## config.mk

```make
export PLATFORM = sky130hd
export DESIGN_NAME = bb3_mean
export DESIGN_NICKNAME = d
export VERILOG_FILES = /design/src/design/bb3_pkg.sv /design/src/design/bb3_mean.sv
export SDC_FILE = /design/constraint.sdc
export NUM_CORES = 2
export LEC_CHECK = 0
export BUFFER_PORTS_ARGS = -buffer_cell sky130_fd_sc_hd__buf_2
export CAP_MARGIN = 10
export CORE_MARGIN = 2
export CORE_UTILIZATION = 35
export CTS_CLUSTER_DIAMETER = 200
export CTS_CLUSTER_SIZE = 10
export DETAILED_ROUTE_END_ITERATION = 10
export PLACE_DENSITY = 0.6
export SYNTH_ARGS = -nofsm -noshare
export SYNTH_HDL_FRONTEND = slang
export SYNTH_SLANG_ARGS = --single-unit
```

## constraint.sdc

```tcl
create_clock -name clock -period 11.1 [get_ports clock]
set_input_delay 1.11 -clock clock [delete_from_list [all_inputs] [get_ports clock]]
set_output_delay 1.11 -clock clock [all_outputs]
set_load 0.03 [all_outputs]
```

## src/design/bb3_pkg.sv

```systemverilog
// bb3_pkg: shared types, constants and arithmetic helpers of the 3x3 rgb box blur
// used by bb3_line_store, bb3_mean, box_blur_3x3_rgb and bb3_checker
package bb3_pkg;

   localparam int MaxWidthDefault = 1024;

   localparam int FrameWidthW  = 11;
   localparam int FrameHeightW = 16;
   localparam int CsrDataW     = 16;
   localparam int CsrIndexW    = 1;
   localparam int RowW         = 16;

   localparam logic [CsrIndexW-1:0] CsrFrameWidth  = 1'd0;
   localparam logic [CsrIndexW-1:0] CsrFrameHeight = 1'd1;

   localparam logic [FrameWidthW-1:0]  FrameWidthReset  = 11'd640;
   localparam logic [FrameHeightW-1:0] FrameHeightReset = 16'd480;

   // sum of up to nine 8-bit samples, then 2*sum+count, then times reciprocal
   localparam int SumW       = 12;
   localparam int CntW       = 4;
   localparam int DividendW  = 13;
   localparam int RecipW     = 18;
   localparam int RecipShift = 18;
   localparam int ProdW      = DividendW + RecipW;

   typedef struct packed {
      logic [7:0] red;
      logic [7:0] green;
      logic [7:0] blue;
   } pixel_type;

   // row 0 is two rows up, column 0 is two columns left
   typedef pixel_type [2:0][2:0] window_type;

   typedef struct packed {
      pixel_type upper;
      pixel_type middle;
   } line_word_type;

   typedef struct packed {
      logic [1:0] row_lo;
      logic [1:0] col_lo;
   } mean_ctl_type;

   typedef enum logic [2:0] {
      StIdle,
      StRead,
      StSum,
      StMul,
      StOut
   } state_type;

   function automatic logic [CntW-1:0] window_count(input logic [1:0] row_lo,
                                                     input logic [1:0] col_lo);
      logic [1:0] rows;
      logic [1:0] cols;
      rows = 2'd3 - row_lo;
      cols = 2'd3 - col_lo;
      return CntW'(rows) * CntW'(cols);
   endfunction

   // ceil(2^18 / (2*count)), exact floor division for dividends below 2^13
   function automatic logic [RecipW-1:0] recip_of(input logic [CntW-1:0] cnt);
      logic [RecipW-1:0] m;
      unique case (cnt)
         4'd1:    m = 18'd131072;
         4'd2:    m = 18'd65536;
         4'd3:    m = 18'd43691;
         4'd4:    m = 18'd32768;
         4'd6:    m = 18'd21846;
         4'd9:    m = 18'd14564;
         default: m = '0;
      endcase
      return m;
   endfunction

endpackage

```

## src/design/bb3_mean.sv

```systemverilog
// bb3_mean: two-stage rounded mean over the clipped part of the 3x3 window
// depends on bb3_pkg; stage one sums, stage two multiplies by a reciprocal
module bb3_mean (
   input  logic                  clock,
   input  bb3_pkg::window_type   window,
   input  bb3_pkg::mean_ctl_type ctl,
   output bb3_pkg::pixel_type    mean
);

   localparam int SumW      = bb3_pkg::SumW;
   localparam int CntW      = bb3_pkg::CntW;
   localparam int DividendW = bb3_pkg::DividendW;
   localparam int ProdW     = bb3_pkg::ProdW;

   logic [2:0][DividendW-1:0] dividend_in;
   logic [2:0][DividendW-1:0] dividend_ff;
   logic [CntW-1:0]           cnt_in;
   logic [CntW-1:0]           cnt_ff;
   logic [2:0][ProdW-1:0]     prod_ff;
   logic [2:0][7:0]           mean_ch;

   always_comb begin
      logic [2:0][SumW-1:0] sum;
      logic [2:0][7:0]      ch;
      sum    = '0;
      cnt_in = bb3_pkg::window_count(ctl.row_lo, ctl.col_lo);
      for (int i = 0; i < 3; i++) begin
         for (int j = 0; j < 3; j++) begin
            ch = window[i][j];
            if (i >= int'(ctl.row_lo) && j >= int'(ctl.col_lo)) begin
               for (int k = 0; k < 3; k++) begin
                  sum[k] = sum[k] + SumW'(ch[k]);
               end
            end
         end
      end
      for (int k = 0; k < 3; k++) begin
         dividend_in[k] = {sum[k], 1'b0} + DividendW'(cnt_in);
      end
   end

   always_ff @(posedge clock) begin
      dividend_ff <= dividend_in;
      cnt_ff      <= cnt_in;
      for (int k = 0; k < 3; k++) begin
         prod_ff[k] <= ProdW'(dividend_ff[k]) * ProdW'(bb3_pkg::recip_of(cnt_ff));
      end
   end

   always_comb begin
      for (int k = 0; k < 3; k++) begin
         mean_ch[k] = prod_ff[k][bb3_pkg::RecipShift +: 8];
      end
   end

   assign mean = mean_ch;

endmodule

```

## After elaboration in Yosys (flattened, before gate mapping)

Index checks and enable logic that the tools add are counted.

| storage, ports and cells | value |
|---|---|
| register bits after elaboration | 121 |
| word-level logic and storage cells | 71 |
| bits of input ports | 221 |

| cells by class | value |
|---|---|
| mux-type cells | 10 |
| reductions and logical operators | 9 |
| equal/unequal tests | 6 |
| $lt $le $gt $ge | 6 |
| multipliers | 4 |
| $add $sub $neg | 29 |

Operators with widths:

| cell | number |
|---|---|
| adder 12 x 8 -> 12 bit | 24 |
| two-way mux 36 bit | 8 |
| one-hot mux 18 bit (6 select lines) | 1 |
| multiplier 13 x 18 -> 26 bit | 3 |
| adder 13 x 4 -> 13 bit | 3 |
| two-way mux 32 bit | 1 |
| logical AND 1 bit | 9 |
| == test 4 x 2 -> 1 bit (second input constant) | 2 |
| == test 4 x 3 -> 1 bit (second input constant) | 2 |
| greater-or-equal comparator 1 x 2 -> 1 bit (first input constant) | 4 |
| == test 4 x 1 -> 1 bit (second input constant) | 1 |
| == test 4 bit (second input constant) | 1 |
| greater-or-equal comparator 2 bit (first input constant) | 2 |
| multiplier 2 x 2 -> 4 bit | 1 |
| subtractor 2 bit (first input constant) | 2 |

## Depth between registers and ports, before layout

| depth | value |
|---|---|
| depth after elaboration | 20 |
| gate-level depth with buffers | 55 |
| depth with buffers taken out | 52 |

## Worst setup path before layout

Ideal clock, no wire load.

| timing path | value |
|---|---|
| path type | in2reg |
| from | input ctl[1] in the netlist's numbering |
| to | register dividend_ff[38] in the netlist's numbering |
| setup slack | 0.992 ns |
| required time | 11.028 ns |
| library setup time | 0.072 ns |
| arrival time | 10.036 ns |
| stages on the path | 52 |
| cells stage by stage | buf_2 > nor4_4 > clkbuf_1 > clkbuf_1 > and2_1 > ha_1 > inv_1 > fa_1 > xor2_1 > xnor2_1 > nor2_1 > ha_1 > o21ai_0 > nor2_1 > nor3_1 > ha_1 > and2_1 > a311o_1 > [16 not listed] > nor3_1 > nand3b_1 > o21ai_0 > ha_1 > inv_1 > a21oi_1 > nand3b_1 > o21ai_0 > ha_1 > o21ai_0 > a21oi_1 > xnor2_1 > xor2_1 > nand4_1 > o22ai_1 > mux2i_1 > o2bb2ai_1 > xnor2_1 |

RTL lines:

| element | RTL line | source |
|---|---|---|
| from (decl) | bb3_mean.sv:6 | `input bb3_pkg::mean_ctl_type ctl,` |
| to (signal assigned) | bb3_mean.sv:43 | `dividend_ff <= dividend_in;` |
| to (decl) | bb3_mean.sv:16 | `logic [2:0][DividendW-1:0] dividend_ff;` |

==> summary.md <==
| Metric | Value |
|---|---|
| Outcome | finished, final reports clean |
| CP max stage delay | between 0.4 and 0.5 ns |
| Hold Violations, Final | 0 |
| M3 GR Usage | 0.0392 |
| Worst VDD drop | 87.8 µV |
| Grt met2 use | 0.337 |
| CTS buffer count | 9 |
| Main synth FF type | dfxtp_1 |
| Final setup viols | 0 |
| Arrival time at the worst endpoint | 10.45 ns |
| Worst Hold Launch | dividend_ff[36] |
| DR WL/cell | approximately 16 µm |
| Die height | approximately 290 µm |
| Share of the synthesized area in the top cell type | 0.339 |
| Period utilization | 0.914 |
| Worst Tran Pin Value | ~0.97 ns |
| Syn_area_per_cell | ~8.4 µm² |
| Fin Setup TNS | 0 ns |
| Worst EP required | 11.41 ns |
| Io pins | 245 |
| Initial antenna violation count | 28 |
| Nets@finish | between 4000 and 5000 |
| Number of synthesized flops with an enable pin | 0 |
| Ys Warns | 0 |
| FF+latch count, synth | 64 |
| Total Wirelength | 75.3 mm |
| Max-cap violations | 0 |
| Final RePlAce weighted congestion | slightly above 0.9 |
| Synth Cell Area | approximately 0.028 mm² |
| Hold WS | approximately 0.89 ns |
| Clock Latency Late Sink | slightly below 0.4 ns |
| GRT Resource Usage Total | 0.189 |
| Root buf cell | clkbuf_16 |
| H-tree Lvls | 3 |
| # fillers | 8204 |
| Grt peak-use layer | met2 |
| PortBufs | ~240 |
| Gr ovfl total | 0 |
| Starting Density | 0.354 |
| Slew Viols, Final | 0 |
| Antenna-violating nets left | 0 |
| Share of cells above drive strength 1 | 0.0954 |
| Post-DP HPWL | about 67 mm |
| # placed instances | 4577 |
| Vias post-DR | approximately 22000 |
| Post-synth ARST share | 0 |
| Violation count after the first detailed-routing iteration | 934 |
| RSZ-0062 raised after global routing | false |
| Residual DRC | 0 |
| Largest area contributor in the netlist | fa_1 |
| Reg-to-Reg End | mean[15] |
| P&R area growth vs syn | 10.3% |
| Crit path launch type | input pin |
| Library cells used by synthesis | 83 |
| Hold endpoint | mean[23] |
| Leakage | around 16 nW |
| Register area share after synthesis | 0.0458 |
| R2R setup slack | around 3.6 ns |
| Die footprint | between 0.08 and 0.09 mm² |
| Vias in the first global route | 23200 |
| Largest net degree at the start of global routing | 45 |
| Slowest CP cell | fa_1 |
| Cells on Worst Hold Path | 3 |
| Worst r2r src | cnt_ff[3] |
| Post-DR vias/cell | 4.80 |
| Crit end category | flop |
| First-pass GRT wire length | 122 mm |
| Synth top area cells | fa_1 (34%), ha_1 (16%), inv_1 (9.2%), dfxtp_1 (4.6%), xnor2_1 (4.1%) |
| Clk_skew | roughly 0.013 ns |
| Power Total | ~2.6 mW |
| Mapped Cells | between 3000 and 4000 |
| Clock tree buffer depth | 2 |
| Die width | roughly 290 µm |
| CTS tree | done |
| Worst r2r path cells | 26 |
| Max frequency | slightly below 100 MHz |
| Cell Count, Final, Fillers Out | about 4600 |
| Pwr/cell area | approximately 84 mW/mm² |
| HP Class | flop to flop |
| DR pass1 iterations | 6 |
| Crit Path Max Fanout | 30 |
| Final min period | 10.14 ns |
| Sink Count | 64 |
| Clk slew on worst S/H paths | about 0.06 ns |
| Crit Path Class | input pin to flop |
| Cell Rows | 103 |
| Core ar. | roughly 0.079 mm² |
| Met1 usage | 0.236 |
| Max_slew headroom | 0.348 |
sequential cells by signal, summed over array words and instances, names as in the netlist:
| signal | flops |
|---|---|
| cnt_ff | 4 |
| dividend_ff | 36 |
| mean | 24 |
worst max path at each step:
stage                start              end  cells past startpoint
floorplan           ctl[1]  dividend_ff[38]                     52
global placement    ctl[3]  dividend_ff[38]                     50
detailed placement  ctl[3]  dividend_ff[38]                     49
CTS                 ctl[3]  dividend_ff[38]                     51
global route        ctl[3]  dividend_ff[38]                     49
finish              ctl[3]  dividend_ff[12]                     37
kinds of logic after synthesis:
kind of cell,count (synthesis),synth area share
other,2,0.000268
adders and majority gates,835,0.500
DFF,64,0.0458
buffers and inverters,758,0.102
AOI/OAI and AO/OA,592,0.133
and+or+nand+nor,855,0.150
muxes,12,0.00443
xor gates and xnor gates,199,0.0647
metrics by stage:
stage	instance area, µm²	util	worst slack [ns]
2_1_floorplan	28000	-	0.992
3_3_place_gp	30600	0.386	0.701
3_5_place_dp	30600	0.386	0.510
4_1_cts	30900	0.390	0.898
5_1_grt	30900	0.390	0.102
6_report	30900	0.390	0.958
synth_stat cells (46+ instances only):
cell and number:
dfxtp_1 64, nand2b_1 50, nand2_1 298, inv_1 688
ha_1 359, a21o_1 81, fa_1 474, xnor2_1 130
xor2_1 62, a21oi_1 125, and2_1 144, clkbuf_1 59
nor2_1 165, o21ai_0 191, nor3_1 46
layout make-up:
cell class	instances	area, µm²	share of cell area
clock buffer	10	229	0.00742
sequential	64	1280	0.0415
timing repair buffer	269	1410	0.0456
antenna	4	10.0	0.000324
multi-input combinational	2505	24000	0.777
inverter	689	2590	0.0838
clock inverter	6	70.1	0.00227
tap	1050	1310	0.0426
power breakdown:
group | total (mW) | switching (mW) | internal (mW)
sequential | 0.416 | 0.103 | 0.313
clock | 0.309 | 0.135 | 0.174
combinational | 1.86 | 1.08 | 0.784
total | 2.59 | 1.32 | 1.27
routing by layer:
layer	wire (µm)	vias to the layer above
met5	293	-
met4	1190	50
met3	3860	96
met2	36900	415
met1	33100	10500
li1	-	11000
worst max-delay path, delay by kind of cell:
family / cells / cell delay [ns]
compound gates: 6 / 1.54
simple gates: 10 / 2.30
buf+inv: 10 / 1.28
fa+ha+maj: 10 / 4.07
xor+xnor: 1 / 0.14
timing repair:
| item | CTS | global route |
|---|---|---|
| hold buffers | 0 | 0 |
| hold endpoints to repair | 0 | 0 |
| endpoints found under the setup margin | 0 | 1 |
| setup buffers | 0 | 0 |
| resized for setup | 0 | 3 |
cells in the final DEF (no fill, tap or decap), types with 25 or more instances in the layout:
cell type and count:
xnor2_1 130, and2_1 144, o21a_1 38, buf_4 25, nor2b_1 44, nor2_1 163, a21oi_1 122, buf_2 244
fa_1 474, nand2b_1 50, xor2_1 62, dfxtp_1 64, ha_1 359, o21ai_0 191, nor3_1 44, inv_1 688
nand2_1 298, a211oi_1 27, a21o_1 81
Power figures use the tool's default switching activity.
